## src/rtl/core/assert_macros.svh

```systemverilog
// Assertion helpers shared by the RTL.
`ifndef ASSERT_MACROS_SVH
`define ASSERT_MACROS_SVH

`ifndef SYNTH
`define ASSERT_CLK(lbl, clk, rstn, prop) \
  lbl: assert property (@(posedge clk) disable iff (!(rstn)) (prop)) \
    else $error("assertion failed");
`define ASSERT_NEVER(lbl, clk, rstn, cond) \
  lbl: assert property (@(posedge clk) disable iff (!(rstn)) !(cond)) \
    else $error("forbidden condition seen");
`else
`define ASSERT_CLK(lbl, clk, rstn, prop)
`define ASSERT_NEVER(lbl, clk, rstn, cond)
`endif

`endif

```

## src/rtl/core/otbsr_pkg.sv

```systemverilog
package otbsr_pkg;

  // receive status codes
  localparam logic [1:0] RX_NONE    = 2'd0;
  localparam logic [1:0] RX_SUCCESS = 2'd1;
  localparam logic [1:0] RX_INVALID = 2'd2;
  localparam logic [1:0] RX_TIMEOUT = 2'd3;

  // message types
  localparam logic [2:0] MT_READ_DATA    = 3'd0;
  localparam logic [2:0] MT_READ_ACK     = 3'd4;
  localparam logic [2:0] MT_WRITE_ACK    = 3'd5;
  localparam logic [2:0] MT_DATA_INVALID = 3'd6;
  localparam logic [2:0] MT_UNKNOWN_ID   = 3'd7;

  // data IDs
  localparam logic [7:0] ID_STATUS     = 8'd0;
  localparam logic [7:0] ID_CH_SETPT   = 8'd1;
  localparam logic [7:0] ID_SLAVE_CFG  = 8'd3;
  localparam logic [7:0] ID_COMMAND    = 8'd4;
  localparam logic [7:0] ID_FAULT      = 8'd5;
  localparam logic [7:0] ID_MOD_LEVEL  = 8'd17;
  localparam logic [7:0] ID_BOILER_T   = 8'd25;
  localparam logic [7:0] ID_DHW_T      = 8'd26;
  localparam logic [7:0] ID_OUTSIDE_T  = 8'd27;
  localparam logic [7:0] ID_RETURN_T   = 8'd28;
  localparam logic [7:0] ID_DHW_BOUNDS = 8'd48;
  localparam logic [7:0] ID_CH_BOUNDS  = 8'd49;
  localparam logic [7:0] ID_DHW_SETPT  = 8'd56;

  // link state codes
  localparam logic [1:0] LINK_SAME = 2'd0;
  localparam logic [1:0] LINK_GOOD = 2'd1;
  localparam logic [1:0] LINK_LOST = 2'd2;

  // setpoint store codes
  localparam logic [1:0] SP_NONE = 2'd0;
  localparam logic [1:0] SP_CH   = 2'd1;
  localparam logic [1:0] SP_DHW  = 2'd2;

  // configuration register indexes
  localparam int unsigned CFG_AW = 3;
  localparam int unsigned CFG_DW = 8;
  localparam logic [CFG_AW-1:0] REG_MEMBER_ID        = 3'd0;
  localparam logic [CFG_AW-1:0] REG_CONTROL_ON_OFF   = 3'd1;
  localparam logic [CFG_AW-1:0] REG_CH_MIN           = 3'd2;
  localparam logic [CFG_AW-1:0] REG_CH_MAX           = 3'd3;
  localparam logic [CFG_AW-1:0] REG_DHW_MIN          = 3'd4;
  localparam logic [CFG_AW-1:0] REG_DHW_MAX          = 3'd5;
  localparam logic [CFG_AW-1:0] REG_SENSOR_PRESENT   = 3'd6;
  localparam logic [CFG_AW-1:0] REG_REPLY_ON_INVALID = 3'd7;

  localparam logic [2:0] TIMEOUT_THRESHOLD = 3'd5;

  // sensor_present bits
  localparam int unsigned SENS_DHW     = 0;
  localparam int unsigned SENS_OUTSIDE = 1;
  localparam int unsigned SENS_RETURN  = 2;

  typedef struct packed {
    logic [1:0]         rx_status;
    logic [31:0]        request_frame;
    logic signed [15:0] boiler_temp;
    logic signed [15:0] return_temp;
    logic signed [15:0] dhw_temp;
    logic signed [15:0] outside_temp;
    logic [6:0]         mod_level;
    logic               ch_active;
    logic               dhw_active;
    logic               flame_on;
  } in_item_t;

  typedef struct packed {
    logic               send_reply;
    logic [31:0]        reply_frame;
    logic [1:0]         link_state;
    logic               master_cmd_valid;
    logic               master_ch_enable;
    logic               master_dhw_enable;
    logic [1:0]         setpoint_written;
    logic signed [15:0] setpoint_value;
  } out_item_t;

  typedef struct packed {
    logic [7:0] member_id;
    logic       control_on_off;
    logic [7:0] ch_min;
    logic [7:0] ch_max;
    logic [7:0] dhw_min;
    logic [7:0] dhw_max;
    logic [2:0] sensor_present;
    logic       reply_on_invalid;
  } cfg_t;

  typedef struct packed {
    logic [15:0] ch_setpoint;
    logic [15:0] dhw_setpoint;
    logic [2:0]  timeout_run;
  } state_t;

endpackage

```

## src/rtl/core/opentherm_boiler_slave_responder.sv

```systemverilog
// OpenTherm boiler slave responder.
// Input channel (in_valid / in_stall / in_item): one received master frame
// with its receive status and the current boiler readings per item.
// Result channel (out_valid / out_stall / out_item): exactly one result item
// per input item, in order: the reply frame (even parity in bit 31), link
// status, master enable bits and any newly stored setpoint.
// Config port (cfg_valid / cfg_ready / cfg_addr / cfg_wdata): always ready;
// write registers only while no items are in flight.
// The item passes through the input register, then the reply logic into the
// output register, before out_valid rises and the result can be taken.
// Throughput: one item per cycle while out_stall is low;
// the stored setpoints and timeout count update as an item enters the
// output register, so the next item already sees them.
// When out_stall is held, the output register keeps its item and the input
// register absorbs one more item; after that in_stall rises.
// Reset (rst_n low, synchronous) empties both registers, clears the config
// registers, both setpoints and the timeout count.
`include "assert_macros.svh"

module opentherm_boiler_slave_responder (
  input  logic                                  clk,
  input  logic                                  rst_n,
  input  logic                                  in_valid,
  output logic                                  in_stall,
  input  otbsr_pkg::in_item_t                   in_item,
  output logic                                  out_valid,
  input  logic                                  out_stall,
  output otbsr_pkg::out_item_t                  out_item,
  input  logic                                  cfg_valid,
  output logic                                  cfg_ready,
  input  logic [otbsr_pkg::CFG_AW-1:0]          cfg_addr,
  input  logic [otbsr_pkg::CFG_DW-1:0]          cfg_wdata
);

  otbsr_pkg::cfg_t      cfg_r;
  otbsr_pkg::state_t    st_r;
  otbsr_pkg::state_t    st_nxt;
  otbsr_pkg::in_item_t  s1_item_r;
  logic                 s1_valid_r;
  otbsr_pkg::out_item_t out_item_r;
  otbsr_pkg::out_item_t res_nxt;
  logic                 out_valid_r;
  logic                 in_accept;
  logic                 out_load;

  assign cfg_ready = 1'b1;
  assign out_load  = s1_valid_r && (!out_valid_r || !out_stall);
  assign in_stall  = s1_valid_r && out_valid_r && out_stall;
  assign in_accept = in_valid && !in_stall;
  assign out_valid = out_valid_r;
  assign out_item  = out_item_r;

  otbsr_reply u_reply (
    .cfg    (cfg_r),
    .st     (st_r),
    .item   (s1_item_r),
    .res    (res_nxt),
    .st_nxt (st_nxt)
  );

  always_ff @(posedge clk) begin
    if (!rst_n) begin
      cfg_r <= '0;
    end else if (cfg_valid && cfg_ready) begin
      case (cfg_addr)
        otbsr_pkg::REG_MEMBER_ID:        cfg_r.member_id        <= cfg_wdata;
        otbsr_pkg::REG_CONTROL_ON_OFF:   cfg_r.control_on_off   <= cfg_wdata[0];
        otbsr_pkg::REG_CH_MIN:           cfg_r.ch_min           <= cfg_wdata;
        otbsr_pkg::REG_CH_MAX:           cfg_r.ch_max           <= cfg_wdata;
        otbsr_pkg::REG_DHW_MIN:          cfg_r.dhw_min          <= cfg_wdata;
        otbsr_pkg::REG_DHW_MAX:          cfg_r.dhw_max          <= cfg_wdata;
        otbsr_pkg::REG_SENSOR_PRESENT:   cfg_r.sensor_present   <= cfg_wdata[2:0];
        otbsr_pkg::REG_REPLY_ON_INVALID: cfg_r.reply_on_invalid <= cfg_wdata[0];
        default: begin
        end
      endcase
    end
  end

  always_ff @(posedge clk) begin
    if (!rst_n) begin
      s1_valid_r  <= 1'b0;
      out_valid_r <= 1'b0;
      st_r        <= '0;
    end else begin
      s1_valid_r  <= in_accept || (s1_valid_r && !out_load);
      out_valid_r <= out_load || (out_valid_r && out_stall);
      if (out_load) begin
        st_r <= st_nxt;
      end
    end
  end

  always_ff @(posedge clk) begin
    if (in_accept) begin
      s1_item_r <= in_item;
    end
    if (out_load) begin
      out_item_r <= res_nxt;
    end
  end

  `ASSERT_CLK(a_timeout_sat, clk, rst_n, st_r.timeout_run <= otbsr_pkg::TIMEOUT_THRESHOLD)
  `ASSERT_CLK(a_stall_full, clk, rst_n, in_stall |-> (s1_valid_r && out_valid_r))
  `ASSERT_CLK(a_parity, clk, rst_n, (out_valid_r && out_item_r.send_reply) |-> !(^out_item_r.reply_frame))
  `ASSERT_NEVER(a_silent_frame, clk, rst_n, out_valid_r && !out_item_r.send_reply && (out_item_r.reply_frame != 32'h0))
  `ASSERT_CLK(a_ch_store, clk, rst_n, (out_load && res_nxt.setpoint_written == otbsr_pkg::SP_CH) |=> (st_r.ch_setpoint == out_item_r.setpoint_value))
  `ASSERT_CLK(a_dhw_store, clk, rst_n, (out_load && res_nxt.setpoint_written == otbsr_pkg::SP_DHW) |=> (st_r.dhw_setpoint == out_item_r.setpoint_value))

endmodule

```

## src/rtl/core/otbsr_reply.sv

```systemverilog
module otbsr_reply (
  input  otbsr_pkg::cfg_t      cfg,
  input  otbsr_pkg::state_t    st,
  input  otbsr_pkg::in_item_t  item,
  output otbsr_pkg::out_item_t res,
  output otbsr_pkg::state_t    st_nxt
);

  function automatic logic [15:0] temp_word(input logic signed [15:0] t);
    logic [15:0] w;
    if (t < 0) begin
      w = 16'h0000;
    end else if (t > 16'sd25600) begin
      w = 16'd25600;
    end else begin
      w = t;
    end
    return w;
  endfunction

  function automatic logic signed [15:0] bound_fix(input logic [7:0] deg);
    logic signed [15:0] b;
    if (deg[7]) begin
      b = 16'sh7FFF;
    end else begin
      b = {deg, 8'h00};
    end
    return b;
  endfunction

  function automatic logic [31:0] frame_of(input logic [2:0] mt, input logic [7:0] id,
                                           input logic [15:0] d);
    logic [31:0] f;
    f = {1'b0, mt, 4'h0, id, d};
    f[31] = ^f[30:0];
    return f;
  endfunction

  logic [2:0]         rtype;
  logic [7:0]         id;
  logic [15:0]        rdata;
  logic [15:0]        dout;
  logic [2:0]         mtype;
  logic               hot;
  logic signed [15:0] sp_lo;
  logic signed [15:0] sp_hi;
  logic signed [15:0] sp_req;
  logic signed [15:0] sp_clamped;
  logic [6:0]         mod_sat;

  always_comb begin
    rtype  = item.request_frame[30:28];
    id     = item.request_frame[23:16];
    rdata  = item.request_frame[15:0];
    hot    = (id == otbsr_pkg::ID_DHW_SETPT);
    sp_lo  = bound_fix(hot ? cfg.dhw_min : cfg.ch_min);
    sp_hi  = bound_fix(hot ? cfg.dhw_max : cfg.ch_max);
    sp_req = rdata;
    if (sp_req < sp_lo) begin
      sp_clamped = sp_lo;
    end else if (sp_req > sp_hi) begin
      sp_clamped = sp_hi;
    end else begin
      sp_clamped = sp_req;
    end
    mod_sat = (item.mod_level > 7'd100) ? 7'd100 : item.mod_level;

    res    = '0;
    st_nxt = st;
    mtype  = otbsr_pkg::MT_READ_ACK;
    dout   = rdata;

    case (item.rx_status)
      otbsr_pkg::RX_INVALID: begin
        if (cfg.reply_on_invalid) begin
          res.send_reply  = 1'b1;
          res.reply_frame = frame_of(otbsr_pkg::MT_DATA_INVALID, id, 16'h0000);
        end
      end
      otbsr_pkg::RX_TIMEOUT: begin
        if (st.timeout_run >= otbsr_pkg::TIMEOUT_THRESHOLD) begin
          st_nxt.timeout_run = otbsr_pkg::TIMEOUT_THRESHOLD;
          res.link_state     = otbsr_pkg::LINK_LOST;
        end else begin
          st_nxt.timeout_run = st.timeout_run + 3'd1;
        end
      end
      otbsr_pkg::RX_SUCCESS: begin
        st_nxt.timeout_run = '0;
        res.link_state     = otbsr_pkg::LINK_GOOD;
        res.send_reply     = 1'b1;
        case (id)
          otbsr_pkg::ID_STATUS: begin
            res.master_cmd_valid  = 1'b1;
            res.master_ch_enable  = rdata[8];
            res.master_dhw_enable = rdata[9];
            dout = {rdata[15:8], 4'h0, item.flame_on, item.dhw_active, item.ch_active, 1'b0};
          end
          otbsr_pkg::ID_SLAVE_CFG: begin
            dout = {4'h0, 1'b1, 1'b0, cfg.control_on_off, 1'b0, cfg.member_id};
          end
          otbsr_pkg::ID_COMMAND: begin
            if (rdata[15:8] == 8'd1) begin
              dout[7] = 1'b1;
            end
          end
          otbsr_pkg::ID_FAULT: begin
            dout = 16'h0000;
          end
          otbsr_pkg::ID_DHW_BOUNDS: begin
            dout = {cfg.dhw_max, cfg.dhw_min};
          end
          otbsr_pkg::ID_CH_BOUNDS: begin
            dout = {cfg.ch_max, cfg.ch_min};
          end
          otbsr_pkg::ID_CH_SETPT, otbsr_pkg::ID_DHW_SETPT: begin
            if (rtype == otbsr_pkg::MT_READ_DATA) begin
              dout = temp_word(hot ? st.dhw_setpoint : st.ch_setpoint);
            end else begin
              mtype              = otbsr_pkg::MT_WRITE_ACK;
              res.setpoint_value = sp_clamped;
              if (hot) begin
                st_nxt.dhw_setpoint  = sp_clamped;
                res.setpoint_written = otbsr_pkg::SP_DHW;
              end else begin
                st_nxt.ch_setpoint   = sp_clamped;
                res.setpoint_written = otbsr_pkg::SP_CH;
              end
            end
          end
          otbsr_pkg::ID_MOD_LEVEL: begin
            dout = {1'b0, mod_sat, 8'h00};
          end
          otbsr_pkg::ID_BOILER_T: begin
            dout = temp_word(item.boiler_temp);
          end
          otbsr_pkg::ID_DHW_T: begin
            if (cfg.sensor_present[otbsr_pkg::SENS_DHW]) begin
              dout = temp_word(item.dhw_temp);
            end else begin
              mtype = otbsr_pkg::MT_UNKNOWN_ID;
            end
          end
          otbsr_pkg::ID_OUTSIDE_T: begin
            if (cfg.sensor_present[otbsr_pkg::SENS_OUTSIDE]) begin
              dout = temp_word(item.outside_temp);
            end else begin
              mtype = otbsr_pkg::MT_UNKNOWN_ID;
            end
          end
          otbsr_pkg::ID_RETURN_T: begin
            if (cfg.sensor_present[otbsr_pkg::SENS_RETURN]) begin
              dout = temp_word(item.return_temp);
            end else begin
              mtype = otbsr_pkg::MT_UNKNOWN_ID;
            end
          end
          default: begin
            mtype = otbsr_pkg::MT_UNKNOWN_ID;
          end
        endcase
        res.reply_frame = frame_of(mtype, id, dout);
      end
      default: begin
      end
    endcase
  end

endmodule
```

## config.mk

```make
export PLATFORM = sky130hd
export DESIGN_NAME = opentherm_boiler_slave_responder
export DESIGN_NICKNAME = d
export VERILOG_FILES = /design/src/rtl/core/otbsr_pkg.sv /design/src/rtl/core/opentherm_boiler_slave_responder.sv /design/src/rtl/core/otbsr_reply.sv
export VERILOG_INCLUDE_DIRS = /design/src /design/src/rtl/core
export SDC_FILE = /design/constraint.sdc
export NUM_CORES = 1
export LEC_CHECK = 0
export BUFFER_PORTS_ARGS = -buffer_cell sky130_fd_sc_hd__buf_2
export CORE_MARGIN = 2
export CORE_UTILIZATION = 40
export DETAILED_ROUTE_END_ITERATION = 16
export PLACE_DENSITY = 0.67
export SLEW_MARGIN = 20
export SYNTH_ARGS = -nofsm -noshare
export SYNTH_HDL_FRONTEND = slang
export SYNTH_SLANG_ARGS = --single-unit
```

## constraint.sdc

```tcl
create_clock -name clk -period 5.8 [get_ports clk]
set_clock_uncertainty 0.2 [all_clocks]
set_input_delay 0.58 -clock clk [delete_from_list [all_inputs] [get_ports clk]]
set_output_delay 0.58 -clock clk [all_outputs]
set_load 0.02 [all_outputs]
```

==> impl_metrics.py <==
metrics = {
    "synth": {
        "synth_xor_area_share_pct": 1.770,
        "synth_mux_area_share_pct": 3.474,
        "ys_ff_latch": 236,
        "syn_area_um2": 11310,
        "yosysUniqueCellTypes": 69,
        "yosysSeqAreaShare_pct": 55.40,
        "async_flop_share_pct": 0,
        "synth_cells": 1025,
        "synth_compound_area_share_pct": 15.49,
        "synth_top_family_by_area": "simple AND/OR/NAND/NOR gates",
        "synthSimpleGateAreaFrac_pct": 15.50,
        "syn_area_per_cell_um2": 11.03,
        "synth-edff-count": 154,
        "synth_fa_ha_area_share_pct": 5.089,
        "synthFlopType": "edfxtp_1",
        "synth_warnings": 0,
    },
    "min_path": {
        "min_path_type": "in -> reg",
        "holdPathEnd": "s1_item_r[12]",
        "hp-start": "in_item[12]",
        "min_path_cells": 1,
    },
    "timing": {
        "timing.final.crit_share_pct": 85.23,
        "hold_slack_ps": 10.06,
        "finalSetupViolCount": 0,
        "tns_ps": 0,
        "period_minus_slack_ps": 4943,
        "max_freq_ghz": 0.2023,
        "tightestPinTransition_ps": 1056,
        "rsz0062_at_grt": "false",
        "slew_violations": 0,
        "finalHoldViolations": 0,
        "slew_headroom_pct": 29.47,
    },
    "setup_path": {
        "r2r_cells": 15,
        "cp.required_ps": 5870,
        "cp.arrival_ps": 5020,
        "start_kind": "register",
        "end_kind": "register",
        "r2r-start": "s1_item_r[97]",
        "r2r_slack_ps": 860,
        "reg2reg_to": "out_item[4]",
        "setup.worst_path.start": "s1_item_r[97]",
        "critPathMaxFanout": 24,
        "crit_type": "reg -> reg",
    },
    "layout": {
        "areaGrowthSynthToFinish_pct": 26.79,
        "layout-drive-gt1-share_pct": 19.38,
        "antenna_cells": 0,
        "nNetsFinal": 1444,
    },
    "pwr": {
        "ir_drop_mv": 0.3741,
        "power_density_nw_per_um2": 285.2,
        "leakage_nw": 5.389,
    },
    "clock_tree": {
        "clk_latency_ps": 560,
        "clkSlewWorstSetupHoldPaths_ps": 60,
        "ctsRootBufferMaster": "clkbuf_16",
        "cts_max_level": 1,
        "cts_setup_buffers": 0,
        "cts_sinks": 236,
        "cts_tree": "done",
        "cts_buffers": 27,
        "cts.path.max_buffers": 3,
    },
    "global_route": {
        "grt_pass1_wl_mm": 50.47,
        "grt.total_usage_pct": 22.43,
        "grt_antenna_before_repair": 0,
        "overflow": 0,
        "grt_max_degree": 104,
        "grt_pass1_vias": 8869,
    },
    "route": {
        "avgViaCountPerCell": 5.546,
        "wirelength_mm": 33.68,
        "drtIter0Drc": 1085,
        "vias": 9279,
        "dr.pass1.iters": 7,
        "avgRoutedWirePerCell_um": 20.13,
        "drc": 0,
        "antenna_left": 0,
    },
    "floorplanning": {
        "row_count": 61,
        "start_util_pct": 40.71,
        "die-height_um": 172.2,
        "num_io_pins": 183,
        "die-area_um2": 29640,
        "fp.coreArea_um2": 27780,
        "dieWidth_um": 172.2,
    },
    "placed_design": {
        "dpl.hpwl_mm": 23.63,
        "place.gp.congestion": 0.8918,
        "port_buffers": 172,
    },
    "flow_run": {
        "drv_cap": 0,
    },
    "run_status": {
        "status": "complete, no violations",
    },
}
## cell usage in the layout (no fill, tap or decap), types with 17 or more instances in the layout
master         instances
ha_1                  46
dlygate4sd3_1         89
nand2_1              132
a21boi_0              37
buf_2                172
nor3_1                28
edfxtp_1             154
nor2_1                42
dfxtp_1               82
inv_1                 27
o21ai_0               47
a31oi_1               21
a21oi_1               46
nor2b_1               28
mux2i_1               30
nand3_1               19
clkbuf_16             27
o211ai_1              18
nand4_1               17
## critical path, stage by stage (launching register included)
cell,delay (ps)
edfxtp_1,370
inv_1,90
ha_1,640
and4_1,670
nand2_1,90
and3_1,220
ha_1,300
a21o_1,110
a21oi_1,60
nor2b_1,90
o21ai_0,70
nand2b_1,80
a211oi_1,80
a211oi_2,890
or2_2,540
a21oi_1,140
## kinds of logic after synthesis
| logic type | count (synthesis) |
|---|---|
| and+or+nand+nor | 347 |
| DFF | 236 |
| buffers and inverters | 84 |
| muxes | 38 |
| xor gates and xnor gates | 15 |
| AOI/OAI and AO/OA | 257 |
| other | 2 |
| adders and majority gates | 46 |
## area by class of cell
class | count | area (µm²)
Fill cell | 2487 | 13440
Sequential cell | 236 | 6266
Multi-Input combinational cell | 709 | 4726
Timing Repair Buffer | 273 | 1854
Clock buffer | 30 | 686.9
Tap cell | 378 | 473.0
Clock inverter | 20 | 232.7
Inverter | 27 | 101.3
## synthesized netlist by cell type (all sizes together), types with 6 or more instances
master / n / area (µm²)
nor2: 44 / 170.2
a21oi: 46 / 230.2
ha: 46 / 575.6
clkbuf: 38 / 142.6
a211oi: 6 / 50.05
and4: 7 / 61.31
a21o: 7 / 52.55
a21boi: 40 / 304.0
xnor2: 9 / 78.83
edfxtp: 154 / 4624
a31oi: 21 / 131.4
a22oi: 11 / 82.58
dfxtp: 82 / 1642
nor4: 13 / 81.33
a221oi: 10 / 87.58
and3: 13 / 81.33
nand3: 19 / 95.09
or3: 6 / 37.54
a222oi: 13 / 130.1
mux2i: 31 / 314.1
o21ai: 52 / 260.3
nor2b: 29 / 181.4
nand2b: 9 / 56.30
o211ai: 18 / 135.1
nand4: 19 / 140.1
o21a: 7 / 52.55
nand2: 132 / 495.5
nor3: 29 / 145.1
inv: 27 / 101.4
buf: 19 / 118.9
mux2: 7 / 78.83
## metrics by stage
stage / worst slack [ps] / util (%) / area, µm² / std cells / power [mW]
2_1_floorplan: 669.4 / - / 11330 / 1029 / 2.179
3_3_place_gp: 1017 / 45.10 / 12530 / 1534 / 2.314
3_5_place_dp: 922.2 / 45.10 / 12530 / 1534 / 2.321
4_1_cts: 915.0 / 51.58 / 14330 / 1672 / 4.108
5_1_grt: 492.3 / 51.62 / 14340 / 1673 / 4.220
6_report: 856.8 / 51.62 / 14340 / 1673 / 4.089
## how the worst max path moves through the flow
stage | cells past startpoint | end
finish | 15 | out_item[4]
global route | 15 | out_item[4]
CTS | 15 | out_item[5]
detailed placement | 15 | out_item[5]
global placement | 15 | out_item[0]
floorplan | 19 | out_item[0]
## timing repair
item | in CTS | in global routing
hold buffers | 88 | 1
gates resized for setup | 0 | 0
endpoints found under the hold margin | 88 | 1
## registers in the layout (all words and copies together) (netlist names)
signal	flops
out_valid	1
out_item	51
cfg_r	45
st_r	35
s1_item_r	103
s1_valid_r	1
## power by group
group / internal [mW] / switching, mW
combinational: 0.193 / 0.220
sequential: 1.87 / 0.0548
clock: 1.01 / 0.743
total: 3.07 / 1.02
## per-layer routing
metal  share of wire (%)  vias to the layer above  global-route usage (%)
li1                    -                     4357                       -
met1                  42                     4426                   29.33
met2                  47                      420                   37.42
met3                 7.8                       76                   4.303
met4                 3.5                        0                   7.563
met5                   0                        -                       0
(Power assumes the default switching activity.)
